File: src/rtl/sse_pkg.sv
`default_nettype none
// ----------------------------------------------------------------------------
// sse_pkg: shared types and helpers of the Shift-JIS string extractor
// Byte classes, job format between front and back, UTF-8 encoding of
// half-width katakana, configuration register codes.
// ----------------------------------------------------------------------------
package sse_pkg;

	localparam int MIN_RUN = 4;
	localparam int HOLD    = MIN_RUN - 1;
	localparam int HOLD_W  = (HOLD > 1) ? $clog2(HOLD) : 1;
	localparam int RUN_W   = $clog2(MIN_RUN + 1);
	localparam int NSLOT   = MIN_RUN + 1;
	localparam int SLOT_W  = $clog2(NSLOT);
	localparam int QDEPTH  = 4;
	localparam int QAW     = $clog2(QDEPTH);
	localparam int QCW     = $clog2(QDEPTH + 1);

	localparam logic [7:0] STR_CAP_RST      = 8'd16;
	localparam logic [7:0] OUTPUT_LIMIT_RST = 8'd253;
	localparam logic [7:0] QMARK            = 8'h3F;

	localparam logic CFG_STR_CAP      = 1'b0;
	localparam logic CFG_OUTPUT_LIMIT = 1'b1;

	typedef enum logic [1:0] {
		JOB_CHAR,
		JOB_KANA,
		JOB_TERM
	} job_kind_t;

	typedef struct packed {
		job_kind_t   kind;
		logic [7:0]  data;
		logic [7:0]  index;
		logic        last;
	} job_t;

	function automatic logic is_ascii(input logic [7:0] b);
		return (b >= 8'h20) && (b <= 8'h7E);
	endfunction

	function automatic logic is_kana(input logic [7:0] b);
		return (b >= 8'hA1) && (b <= 8'hDF);
	endfunction

	function automatic logic is_text(input logic [7:0] b);
		return is_ascii(b) || is_kana(b) || ((b >= 8'h81) && (b <= 8'h9F)) ||
			((b >= 8'hE0) && (b <= 8'hEF));
	endfunction

	function automatic logic [7:0] sat_add(input logic [7:0] c, input logic [1:0] add);
		logic [8:0] s;
		s = {1'b0, c} + {7'd0, add};
		return s[8] ? 8'hFF : s[7:0];
	endfunction

	// UTF-8 byte of U+FF61 + (b - 0xA1), phase 0..2
	function automatic logic [7:0] kana_byte(input logic [7:0] b, input logic [1:0] phase);
		logic [15:0] cp;
		logic [7:0]  r;
		cp = 16'hFF61 + {8'h00, b} - 16'h00A1;
		case (phase)
			2'd0:    r = 8'hE0 | {4'h0, cp[15:12]};
			2'd1:    r = 8'h80 | {2'b00, cp[11:6]};
			default: r = 8'h80 | {2'b00, cp[5:0]};
		endcase
		return r;
	endfunction

endpackage
`default_nettype wire

File: src/rtl/sse_front.sv
`default_nettype none
// ----------------------------------------------------------------------------
// sse_front: input acceptance and run tracking
// Classifies each byte, tracks the run, holds back early run bytes and plans
// the character and terminator jobs of one transaction into a slot buffer
// that drains into the job queue one job per cycle unless the queue is full.
// ----------------------------------------------------------------------------
module sse_front (
	input  wire                  clk,
	input  wire                  arst_n,
	input  wire                  in_valid,
	output logic                 in_stall,
	input  wire  [7:0]           data_byte,
	input  wire                  end_of_data,
	input  wire                  cfg_we,
	input  wire                  cfg_index,
	input  wire  [7:0]           cfg_data,
	input  wire                  q_full,
	output logic                 q_push,
	output sse_pkg::job_t        q_job
);

	logic [7:0] str_cap_q, output_limit_q;

	logic [sse_pkg::RUN_W-1:0] run_q, run_n;
	logic                      skip_q, skip_n;
	logic [7:0]                cnt_q, cnt_n;
	logic [7:0]                sf_q, sf_n;
	logic                      fin_q, fin_n;
	logic [7:0]                pend_q [sse_pkg::HOLD];

	logic [sse_pkg::NSLOT-1:0] vld_q, vld_n, plan_v, push_mask;
	sse_pkg::job_kind_t        kind_q [sse_pkg::NSLOT];
	logic [7:0]                data_q [sse_pkg::NSLOT];
	sse_pkg::job_kind_t        plan_k [sse_pkg::NSLOT];
	logic [7:0]                plan_d [sse_pkg::NSLOT];
	logic [7:0]                idx_q;

	logic                      pend_we;
	logic                      accept;
	logic [sse_pkg::SLOT_W-1:0] sel;
	logic [sse_pkg::NSLOT-1:0] above;

	// plan one transaction
	always_comb begin
		logic                      txt, do_end;
		logic [7:0]                cb   [sse_pkg::MIN_RUN];
		logic [sse_pkg::MIN_RUN-1:0] want;
		run_n   = run_q;
		skip_n  = skip_q;
		cnt_n   = cnt_q;
		sf_n    = sf_q;
		fin_n   = fin_q;
		pend_we = 1'b0;
		want    = '0;
		plan_v  = '0;
		do_end  = 1'b0;
		txt     = sse_pkg::is_text(data_byte);
		for (int k = 0; k < sse_pkg::HOLD; k++) begin
			cb[k] = pend_q[k];
		end
		cb[sse_pkg::HOLD] = data_byte;
		for (int k = 0; k < sse_pkg::NSLOT; k++) begin
			plan_k[k] = sse_pkg::JOB_CHAR;
			plan_d[k] = data_byte;
		end
		plan_k[sse_pkg::MIN_RUN] = sse_pkg::JOB_TERM;
		plan_d[sse_pkg::MIN_RUN] = 8'h00;

		if (!fin_q) begin
			if (txt) begin
				if (run_q == '0 && sf_q >= str_cap_q) begin
					fin_n = 1'b1;
				end else if (run_q >= sse_pkg::RUN_W'(sse_pkg::MIN_RUN)) begin
					want[sse_pkg::HOLD] = 1'b1;
				end else if (run_q < sse_pkg::RUN_W'(sse_pkg::HOLD)) begin
					pend_we = 1'b1;
					run_n   = run_q + 1'b1;
				end else begin
					want  = '1;
					run_n = sse_pkg::RUN_W'(sse_pkg::MIN_RUN);
				end
			end else begin
				do_end = 1'b1;
			end
		end

		for (int k = 0; k < sse_pkg::MIN_RUN; k++) begin
			if (want[k]) begin
				if (skip_n) begin
					skip_n = 1'b0;
				end else if (cnt_n < output_limit_q) begin
					plan_v[k] = 1'b1;
					plan_d[k] = cb[k];
					if (sse_pkg::is_ascii(cb[k])) begin
						cnt_n = sse_pkg::sat_add(cnt_n, 2'd1);
					end else if (sse_pkg::is_kana(cb[k])) begin
						plan_k[k] = sse_pkg::JOB_KANA;
						cnt_n     = sse_pkg::sat_add(cnt_n, 2'd3);
					end else begin
						plan_d[k] = sse_pkg::QMARK;
						cnt_n     = sse_pkg::sat_add(cnt_n, 2'd1);
						skip_n    = 1'b1;
					end
				end
			end
		end

		if (end_of_data && !fin_n) do_end = 1'b1;
		if (do_end) begin
			if (run_n >= sse_pkg::RUN_W'(sse_pkg::MIN_RUN)) begin
				plan_v[sse_pkg::MIN_RUN] = 1'b1;
				sf_n = sf_n + 8'd1;
				if (sf_n >= str_cap_q) fin_n = 1'b1;
			end
			run_n  = '0;
			skip_n = 1'b0;
			cnt_n  = '0;
		end
		if (end_of_data) begin
			run_n  = '0;
			skip_n = 1'b0;
			cnt_n  = '0;
			sf_n   = '0;
			fin_n  = 1'b0;
		end
	end

	// pick the oldest pending slot
	always_comb begin
		sel = '0;
		for (int k = sse_pkg::NSLOT - 1; k >= 0; k--) begin
			if (vld_q[k]) sel = sse_pkg::SLOT_W'(k);
		end
		above = (vld_q >> sel) >> 1;
	end

	assign q_push    = (|vld_q) && !q_full;
	assign push_mask = q_push ? (sse_pkg::NSLOT'(1) << sel) : '0;
	assign in_stall  = |(vld_q & ~push_mask);
	assign accept    = in_valid && !in_stall;
	assign q_job     = '{kind: kind_q[sel], data: data_q[sel], index: idx_q,
		last: (above == '0)};

	always_comb begin
		vld_n = vld_q & ~push_mask;
		if (accept) vld_n = plan_v;
	end

	always_ff @(posedge clk or negedge arst_n) begin
		if (!arst_n) begin
			str_cap_q      <= sse_pkg::STR_CAP_RST;
			output_limit_q <= sse_pkg::OUTPUT_LIMIT_RST;
			run_q          <= '0;
			skip_q         <= 1'b0;
			cnt_q          <= '0;
			sf_q           <= '0;
			fin_q          <= 1'b0;
			vld_q          <= '0;
		end else begin
			vld_q <= vld_n;
			if (accept) begin
				run_q  <= run_n;
				skip_q <= skip_n;
				cnt_q  <= cnt_n;
				sf_q   <= sf_n;
				fin_q  <= fin_n;
			end
			if (cfg_we) begin
				case (cfg_index)
					sse_pkg::CFG_STR_CAP:      str_cap_q      <= cfg_data;
					sse_pkg::CFG_OUTPUT_LIMIT: output_limit_q <= cfg_data;
					default: ;
				endcase
			end
		end
	end

	always_ff @(posedge clk) begin
		if (accept) begin
			idx_q <= sf_q;
			for (int k = 0; k < sse_pkg::NSLOT; k++) begin
				kind_q[k] <= plan_k[k];
				data_q[k] <= plan_d[k];
			end
			if (pend_we) pend_q[run_q[sse_pkg::HOLD_W-1:0]] <= data_byte;
		end
	end

endmodule
`default_nettype wire

File: src/rtl/sse_queue.sv
`default_nettype none
// ----------------------------------------------------------------------------
// sse_queue: job queue between front and back
// Small register FIFO that lets the planner and the byte serializer stall
// independently.
// ----------------------------------------------------------------------------
module sse_queue (
	input  wire                  clk,
	input  wire                  arst_n,
	input  wire                  push,
	input  sse_pkg::job_t        push_job,
	output logic                 full,
	input  wire                  pop,
	output logic                 head_valid,
	output sse_pkg::job_t        head_job
);

	sse_pkg::job_t             mem_q [sse_pkg::QDEPTH];
	logic [sse_pkg::QAW-1:0]   wr_q, rd_q;
	logic [sse_pkg::QCW-1:0]   count_q;
	logic                      do_push, do_pop;

	assign full       = (count_q == sse_pkg::QCW'(sse_pkg::QDEPTH));
	assign head_valid = (count_q != '0);
	assign head_job   = mem_q[rd_q];
	assign do_push    = push && !full;
	assign do_pop     = pop && head_valid;

	always_ff @(posedge clk or negedge arst_n) begin
		if (!arst_n) begin
			wr_q    <= '0;
			rd_q    <= '0;
			count_q <= '0;
		end else begin
			if (do_push) wr_q <= wr_q + 1'b1;
			if (do_pop)  rd_q <= rd_q + 1'b1;
			case ({do_push, do_pop})
				2'b10:   count_q <= count_q + 1'b1;
				2'b01:   count_q <= count_q - 1'b1;
				default: count_q <= count_q;
			endcase
		end
	end

	always_ff @(posedge clk) begin
		if (do_push) mem_q[wr_q] <= push_job;
	end

endmodule
`default_nettype wire

File: src/rtl/sse_back.sv
`default_nettype none
// ----------------------------------------------------------------------------
// sse_back: UTF-8 byte serializer
// Takes jobs from the queue head and drives one output byte per cycle into
// the output register while out_stall is low; a kana job yields three bytes.
// ----------------------------------------------------------------------------
module sse_back (
	input  wire                  clk,
	input  wire                  arst_n,
	input  wire                  head_valid,
	input  sse_pkg::job_t        head_job,
	output logic                 pop,
	output logic                 out_valid,
	input  wire                  out_stall,
	output logic [7:0]           out_byte,
	output logic [7:0]           string_index,
	output logic                 end_of_string,
	output logic                 last
);

	logic [1:0] phase_q;
	logic       out_valid_q;
	logic       load, fin_phase;
	logic [7:0] byte_n;

	always_comb begin
		fin_phase = 1'b1;
		case (head_job.kind)
			sse_pkg::JOB_CHAR: byte_n = head_job.data;
			sse_pkg::JOB_KANA: begin
				byte_n    = sse_pkg::kana_byte(head_job.data, phase_q);
				fin_phase = (phase_q == 2'd2);
			end
			sse_pkg::JOB_TERM: byte_n = 8'h00;
			default:           byte_n = 8'h00;
		endcase
	end

	assign load      = head_valid && (!out_valid_q || !out_stall);
	assign pop       = load && fin_phase;
	assign out_valid = out_valid_q;

	always_ff @(posedge clk or negedge arst_n) begin
		if (!arst_n) begin
			phase_q     <= '0;
			out_valid_q <= 1'b0;
		end else begin
			if (load) begin
				out_valid_q <= 1'b1;
				phase_q     <= fin_phase ? 2'd0 : phase_q + 2'd1;
			end else if (!out_stall) begin
				out_valid_q <= 1'b0;
			end
		end
	end

	// hold the payload while stalled
	always_ff @(posedge clk) begin
		if (load) begin
			out_byte      <= byte_n;
			string_index  <= head_job.index;
			end_of_string <= (head_job.kind == sse_pkg::JOB_TERM);
			last          <= head_job.last && fin_phase;
		end
	end

endmodule
`default_nettype wire

File: src/rtl/sjis_string_extractor.sv
`default_nettype none
// ----------------------------------------------------------------------------
// sjis_string_extractor: Shift-JIS text run extractor with UTF-8 output
// Input channel in_valid/in_stall carries one raw byte and an end-of-buffer
// flag per transaction. Output channel out_valid/out_stall carries one UTF-8
// byte, its string index, a terminator flag and a last-of-input flag.
// Configuration: cfg_we with cfg_index 0 = string count cap, 1 = output_limit;
// the user must see it is written only while idle; the block does not
// enforce this. A write takes effect from the next input byte. A result is
// held in the front's slot buffer, the job queue and the output register.
// Throughput: one input per cycle while each byte yields at most one job and
// the queue takes it; a run that qualifies flushes up to five jobs into the
// queue, one per cycle while it is not full. The output register emits one
// byte per cycle while out_stall is low, and a katakana yields three bytes.
// Reset clears the run state and string count and restores the register
// defaults (16, 253). When out_stall is high the output holds; the four-entry
// job queue fills and then the input side stalls.
// ----------------------------------------------------------------------------
module sjis_string_extractor (
	input  wire        clk,
	input  wire        arst_n,
	input  wire        in_valid,
	output logic       in_stall,
	input  wire  [7:0] data_byte,
	input  wire        end_of_data,
	input  wire        cfg_we,
	input  wire        cfg_index,
	input  wire  [7:0] cfg_data,
	output logic       out_valid,
	input  wire        out_stall,
	output logic [7:0] out_byte,
	output logic [7:0] string_index,
	output logic       end_of_string,
	output logic       last
);

	logic          q_push, q_full, q_pop, head_valid;
	sse_pkg::job_t push_job, head_job;

	sse_front u_front (
		.clk         (clk),
		.arst_n      (arst_n),
		.in_valid    (in_valid),
		.in_stall    (in_stall),
		.data_byte   (data_byte),
		.end_of_data (end_of_data),
		.cfg_we      (cfg_we),
		.cfg_index   (cfg_index),
		.cfg_data    (cfg_data),
		.q_full      (q_full),
		.q_push      (q_push),
		.q_job       (push_job)
	);

	sse_queue u_queue (
		.clk        (clk),
		.arst_n     (arst_n),
		.push       (q_push),
		.push_job   (push_job),
		.full       (q_full),
		.pop        (q_pop),
		.head_valid (head_valid),
		.head_job   (head_job)
	);

	sse_back u_back (
		.clk           (clk),
		.arst_n        (arst_n),
		.head_valid    (head_valid),
		.head_job      (head_job),
		.pop           (q_pop),
		.out_valid     (out_valid),
		.out_stall     (out_stall),
		.out_byte      (out_byte),
		.string_index  (string_index),
		.end_of_string (end_of_string),
		.last          (last)
	);

endmodule
`default_nettype wire
File: config.mk
export PLATFORM = sky130hd
export DESIGN_NAME = sjis_string_extractor
export DESIGN_NICKNAME = d
export VERILOG_FILES = /design/src/rtl/sse_pkg.sv /design/src/rtl/sse_front.sv /design/src/rtl/sse_queue.sv /design/src/rtl/sse_back.sv /design/src/rtl/sjis_string_extractor.sv
export SDC_FILE = /design/constraint.sdc
export NUM_CORES = 1
export LEC_CHECK = 0
export BUFFER_PORTS_ARGS = -buffer_cell sky130_fd_sc_hd__buf_2
export CAP_MARGIN = 30
export CORE_AREA = 2 2 118 178
export CTS_CLUSTER_SIZE = 12
export DETAILED_ROUTE_END_ITERATION = 10
export DIE_AREA = 0 0 120 180
export PLACE_DENSITY = 0.8
export SYNTH_ARGS = -nofsm -noshare
export SYNTH_HDL_FRONTEND = slang
export SYNTH_SLANG_ARGS = --single-unit
File: constraint.sdc
create_clock -name clk -period 12.3 [get_ports clk]
set_clock_uncertainty 0.05 [all_clocks]
set_input_delay 0.615 -clock clk [delete_from_list [all_inputs] [get_ports clk]]
set_output_delay 0.615 -clock clk [all_outputs]
set_load 0.01 [all_outputs]
Word level (Yosys, flattened, before mapping)
Memory sizes are Yosys's and may differ from the RTL's.
Index checks and enable logic that the tools add are counted.

storage, ports and cells
  logic and storage cells = 280
  bits in writable memories = 150
  bits in registers = 78
  bits of input ports = 23
  output and inout port bits = 20
  memories = 4

memories
  memory          depth  bits a word  rd ports  clocked after memory_dff  wr ports  line             text
  u_queue.mem_q   4      19           1         0                         1         sse_queue.sv:18  sse_pkg::job_t mem_q [sse_pkg::QDEPTH];
  u_front.data_q  5      8            1         0                         5         sse_front.sv:34  logic [7:0] data_q [sse_pkg::NSLOT];
  u_front.pend_q  3      8            3         0                         1         sse_front.sv:30  logic [7:0] pend_q [sse_pkg::HOLD];
  u_front.kind_q  5      2            1         0                         5         sse_front.sv:33  sse_pkg::job_kind_t kind_q [sse_pkg::NSLOT];

operators by class
  bitwise operators = 3
  magnitude comparators = 29
  equality and inequality tests = 8
  shift-type cells = 2
  muxes and demuxes = 158
  reduce and logical (&&, ||, !) cells = 41
  add/subtract/negate cells = 17

operators by type and width
  kind                   number
  $mux 8                 53
  $mux 1                 66
  $ge 8x8->1 const B     6
  $le 8x8->1 const B     6
  $mux 3                 13
  $add 8x1->9 const B    4
  $add 8x2->9 const B    4
  $mux 2                 17
  $ge 8x6->1 const B     4
  $le 8x7->1 const B     4
  $lt 8x8->1             4
  $logic_and 1x1->1      19
  $ge 8x8->1             2
  $mux 4                 4
  $pmux 8 s2             1
  $sub 16x8->16 const B  1
  $pmux 7 s2             1
  $add 9x9->10 const A   1
  $mux 5                 2
  $reduce_or 5->1        2
  $add 8x1->8 const B    1
  $add 2x1->2 const B    3
  $add 3x1->3 const B    2
  $eq 2x1->1 const B     3
  21 further kinds       35

Depth between registers and ports, before layout
  depth after elaboration = 31
  mapped depth = 47
  mapped depth without buffers = 44

Cells and area by module
From an unflattened synthesis, not the netlist that was laid out.

unflattened totals
  cells, all modules = 1167
  area, all modules = 12797.3 sq um

modules (own cells, without submodules)
  module     instances  area each (sq um)  cells each  sequential area each (sq um)
  sse_front  1          8615.8             961         3103.0
  sse_queue  1          3241.9             136         2457.4
  sse_back   1          939.7              70          615.6

Worst setup path before layout
OpenSTA, ideal clock, no wires.

  kind = input-to-reg
  from = input port data_byte[0]
  to = register u_front.cnt_q[6]
  cell stages on the path = 44
  path buffers = 3
  path slack = 3.120 ns
  library setup time = 0.121 ns
  arrival time = 9.009 ns
  required time = 12.129 ns
  cells stage by stage = or4_4 o311ai_4 a2111oi_4 o211a_1 buf_4 nand3_1 mux2i_1 inv_1 ha_1 nand4_1 o21bai_1 or4b_1 buf_2 a21oi_4 nand2_1 inv_1 and4b_1 a21oi_1 (+8 left out) buf_2 a211oi_1 o32ai_4 ha_1 a21oi_1 nor2b_1 o21ai_0 nand2b_1 a21oi_1 nor2b_1 a2111oi_0 o211ai_1 nor4_1 a21oi_2 nor2b_1 nand4b_1 mux2i_1 a22o_1

on the way
  word-level cells in the longest chain between the ends = 31
  elaborated cells between the ends (all ways) = 64
  those cells by class = add/sub: 6; order compare: 11; mux: 38; reduce/logical: 9

RTL lines
  what                                         line                          text
  start: declaration                           sjis_string_extractor.sv:24   input wire [7:0] data_byte,
  $ge 8x6->1, or another cell as far along     sse_pkg.sv:40                 return (b >= 8'h20) && (b <= 8'h7E);
  $logic_and 1x1->1, on equally long branches  sse_pkg.sv:40, sse_pkg.sv:44
  $logic_or 1x1->1 (3 in series)               sse_pkg.sv:48                 return is_ascii(b) || is_kana(b) || ((b >= 8'h81) && (b <= 8'h9F)) ||
  $mux 4                                       sse_front.sv:71               if (txt) begin
  $mux 4                                       sse_front.sv:70               if (!fin_q) begin
  $mux 8                                       sse_front.sv:89               if (want[k]) begin
  $add 8x1->9 or $add 8x2->9 (tied branches)   sse_pkg.sv:54                 s = {1'b0, c} + {7'd0, add};
  $mux 8                                       sse_pkg.sv:55                 return s[8] ? 8'hFF : s[7:0];
  (+13 left out)                               n/a
  $mux 8                                       sse_pkg.sv:55
  $mux 8                                       sse_front.sv:97               end else if (sse_pkg::is_kana(cb[k])) begin
  $mux 8                                       sse_front.sv:95               if (sse_pkg::is_ascii(cb[k])) begin
  $mux 8                                       sse_front.sv:92               end else if (cnt_n < output_limit_q) begin
  $mux 8                                       sse_front.sv:90               if (skip_n) begin
  $mux 8                                       sse_front.sv:89
  $mux 8 *                                     sse_front.sv:110              if (do_end) begin
  $mux 8 *                                     sse_front.sv:120              if (end_of_data) begin
  end signal: assignment                       sse_front.sv:165              cnt_q <= cnt_n;
  end: declaration                             sse_front.sv:27               logic [7:0] cnt_q, cnt_n;

Every way passes the cells marked *; elsewhere a longest branch is shown, timed or not.
A chain may end at the register's enable or synchronous reset.

Worst setup path after layout
  from = register u_front.sf_q[2]
  to = register u_front.cnt_q[6]

on the way
  word-level cells in the longest chain between the ends = 29
  elaborated cells between the ends (all ways) = 51
  those cells by class = add/sub: 6; order compare: 4; mux: 38; reduce/logical: 3

RTL lines
  what                                        line              text
  start: declaration                          sse_front.sv:28   logic [7:0] sf_q, sf_n;
  start signal: assignment                    sse_front.sv:166  sf_q <= sf_n;
  $ge 8x8->1 *                                sse_front.sv:72   if (run_q == '0 && sf_q >= str_cap_q) begin
  $logic_and 1x1->1 *                         sse_front.sv:72
  $mux 4                                      sse_front.sv:72
  $mux 4                                      sse_front.sv:71
  $mux 4                                      sse_front.sv:70
  $mux 8                                      sse_front.sv:89
  $add 8x1->9 or $add 8x2->9 (tied branches)  sse_pkg.sv:54
  $mux 8                                      sse_pkg.sv:55
  (+13 left out)                              n/a
  $mux 8                                      sse_pkg.sv:55
  $mux 8                                      sse_front.sv:97
  $mux 8                                      sse_front.sv:95
  $mux 8                                      sse_front.sv:92
  $mux 8                                      sse_front.sv:90
  $mux 8                                      sse_front.sv:89
  $mux 8 *                                    sse_front.sv:110
  $mux 8 *                                    sse_front.sv:120

Marked as above.

==> flow_metrics.py <==
metrics = {
    "sta": {
        "max_freq_mhz": 88.5,
        "post-route-min-period_ps": 11300,
        "setup_viol": 0,
        "hold_violations": 0,
        "slew_headroom_pct": 32.3,
        "worst_pin_slew_ps": 1020,
        "fin_worst_hold_slack_ps": 193,
        "fin_crit_sh_pct": 91.9,
        "setup_tns_ps": 0,
        "rsz0062_at_grt": "false",
        "finalMaxSlewViolations": 0,
    },
    "synthesis": {
        "yosysUniqueCellTypes": 103,
        "netlist.top_cell.by_area": "edfxtp_1",
        "synth.avg_cell_area_um2": 11.2,
        "yosysSeqAreaShare_pct": 49.5,
        "synth_area_leaders": "edfxtp_1 (39%), dfrtp_1 (8.8%), ha_1 (6.6%)",
        "synth_top_area_share_pct": 39.0,
        "synth_edf_count": 162,
        "async_flop_share_pct": 24.3,
        "synth_commonest_cells": "edfxtp_1 (162), nor2_1 (94), nand2_1 (90)",
        "ys.flop_type": "edfxtp_1",
        "synth-xor-area-share_pct": 1.97,
        "syn_nets": 1205,
        "synth.area.mux_share_pct": 7.30,
        "synthSimpleGateAreaFrac_pct": 15.3,
        "synth_area_mm2": 0.0125,
        "synth_compound_area_share_pct": 15.5,
        "yosysWarnings": 0,
        "synth_top_family_by_area": "compound AO/OA/AOI/OAI gates",
        "ys_seq_elements": 214,
        "synthAdderAreaFrac_pct": 6.95,
        "netlist_instances": 1115,
        "yosysMostFrequentCell": "edfxtp_1",
    },
    "global_routing": {
        "grt_pass1_wl_mm": 48.1,
        "grt_use_total_pct": 28.1,
        "antenna_found_initial": 0,
        "grt_pass1_vias": 9369,
        "grt_max_degree": 55,
        "overflow": 0,
    },
    "job": {
        "cap_violations": 0,
    },
    "clock_tree": {
        "clock_latency_ps": 510,
        "max-clock-path-buffers": 3,
        "clkSlewWorstSetupHoldPaths_ps": 60,
        "cts_hold_buf": 0,
        "clockRootBuffer": "clkbuf_16",
        "ctsResizeCount": 0,
        "h-tree-depth": 1,
        "cts_made_buffers": 22,
        "numClockSinks": 214,
        "postCtsSetupBuffers": 0,
        "cts_tree": "done",
    },
    "cells_and_area": {
        "drive_above_1_share_pct": 15.7,
        "multi_input_area_mm2": 0.00587,
        "nFillCells": 1464,
        "finalNetCount": 1243,
        "layout.area.seq_mm2": 0.00618,
        "post-route-cell-area_mm2": 0.0136,
        "diodes": 0,
        "area_delta_synth_final_pct": 8.99,
    },
    "critical_path": {
        "r2r_slack_ps": 1000,
        "cp.required_ps": 12640,
        "r2r-start": "u_front.sf_q[2]",
        "cp-start-kind": "flip-flop",
        "max_stage_delay_ps": 830,
        "ff2ff_path_depth": 43,
        "crit_top_cell": "nor2b_1",
        "crit_type": "flip-flop to flip-flop",
        "arrival_ps": 11640,
        "critical-path-slowest-cell": "o211a_1",
        "crit_fanout": 28,
        "r2r-end": "u_front.cnt_q[6]",
        "setup.worst_path.end_class": "flip-flop",
    },
    "placed_design": {
        "place_congestion": 1.01,
        "dpl_cell_area_mm2": 0.0129,
        "portBuffers": 42,
        "dp_hpwl_mm": 22.2,
    },
    "detailed_routing": {
        "post_drt_wl_per_cell_um": 21.0,
        "drtIter0Drc": 789,
        "route.detailed.drc": 0,
        "vias": 9186,
        "drtPass1Iterations": 5,
        "ant_nets": 0,
        "viasPerCell": 6.41,
        "wl_mm": 30.2,
    },
    "die": {
        "start_util_pct": 62.1,
        "row_count": 64,
        "die_area_mm2": 0.0216,
        "core_area_mm2": 0.0201,
        "die_x_um": 120,
        "fp.dieH_um": 180,
        "io_pins": 43,
    },
    "worst_hold_path": {
        "holdCritPathClass": "input port to async pin",
    },
    "power": {
        "p_leak_uw": 0.00523,
        "p_per_area_mw_per_mm2": 154,
        "ir_worst_vdd_mv": 0.0973,
        "power_uw": 2100,
    },
    "outcome": {
        "status": "finished, final reports clean",
    },
}
[cells in the final DEF (no fill, tap or decap), types with 9 or more instances in the layout]
cell type	count
buf_4	9
a31oi_1	21
nor3_1	18
a21oi_1	47
nor4_1	10
a21o_1	10
xnor2_1	16
nor2_1	94
nand2b_1	13
edfxtp_1	162
mux4_2	28
clkbuf_16	23
o21ai_0	69
mux2i_1	12
dfrtp_1	44
clkbuf_1	13
nand2_1	90
xor2_1	12
inv_1	65
o31ai_1	12
a211oi_1	9
buf_2	43
or2_2	11
nand3_1	30
ha_1	66
mux2_2	12
and2_1	14
nand4_1	13
and3_1	10
nor2b_1	31
[layout make-up]
cell class              count  share of cell area (%)
clock buffers              37                    4.69
clock inverters             3                   0.120
inverters                  69                    1.90
multi-input cells         792                    43.2
flip-flops and latches    214                    45.4
well taps                 264                    2.43
repair buffers             54                    2.27
[cell families after synthesis]
| group | Yosys count |
|---|---|
| compound gates | 267 |
| xor+xnor | 28 |
| buf+inv | 109 |
| simple gates | 374 |
| fa+ha+maj | 69 |
| flops | 214 |
| mux | 54 |
[critical path: cells and delay by family, from the launching register on]
family,cells,cell delay [ps]
buffers and inverters,3,440
adders and majority gates,4,1290
muxes,2,450
and+or+nand+nor,16,3490
DFF,1,470
AOI/OAI and AO/OA,18,4950
[stage by stage]
stage	std cells	worst slack (ps)	utilization, %
finish	1433	999	67.7
global placement	1390	1400	64.3
global route	1433	207	67.7
detailed placement	1392	1220	64.3
floorplan	1115	3120	-
CTS	1432	1150	67.6
[per-layer routing]
metal	routed length [um]	vias up	track usage [%]
li1	-	4280	-
met1	11200	4496	31.3
met2	16300	322	52.8
met3	1240	88	2.98
met4	1390	0	12.8
met5	0	-	0
[report_power, final]
| group | leakage (uW) | internal (uW) | switching (uW) |
|---|---|---|---|
| sequential | 0.00218 | 882 | 38.0 |
| clock | 0.000312 | 352 | 267 |
| combinational | 0.00274 | 222 | 337 |
[flip-flops by register name (all words and copies together) (netlist names), 4 cells and up]
signal	count
u_front.data_q	32
u_back.out_byte	8
u_front.pend_q	24
u_front.idx_q	8
u_front.output_limit_q	8
u_queue.mem_q	76
u_front.vld_q	5
u_front.cnt_q	8
u_front.str_cap_q	8
u_front.sf_q	8
u_back.string_index	8
u_front.kind_q	4
[how the worst max path moves through the flow]
stage / from / endpoint / slack (ps) / cells after the start
floorplan: data_byte[0] / u_front.cnt_q[6] / 3120 / 44
global placement: data_byte[0] / u_front.cnt_q[6] / 1400 / 43
detailed placement: u_front.sf_q[2] / u_front.cnt_q[6] / 1220 / 43
CTS: u_front.sf_q[2] / u_front.cnt_q[6] / 1150 / 43
global route: u_front.sf_q[2] / u_front.cnt_q[6] / 210 / 43
finish: u_front.sf_q[2] / u_front.cnt_q[6] / 1000 / 43
(Power assumes the default switching activity.)
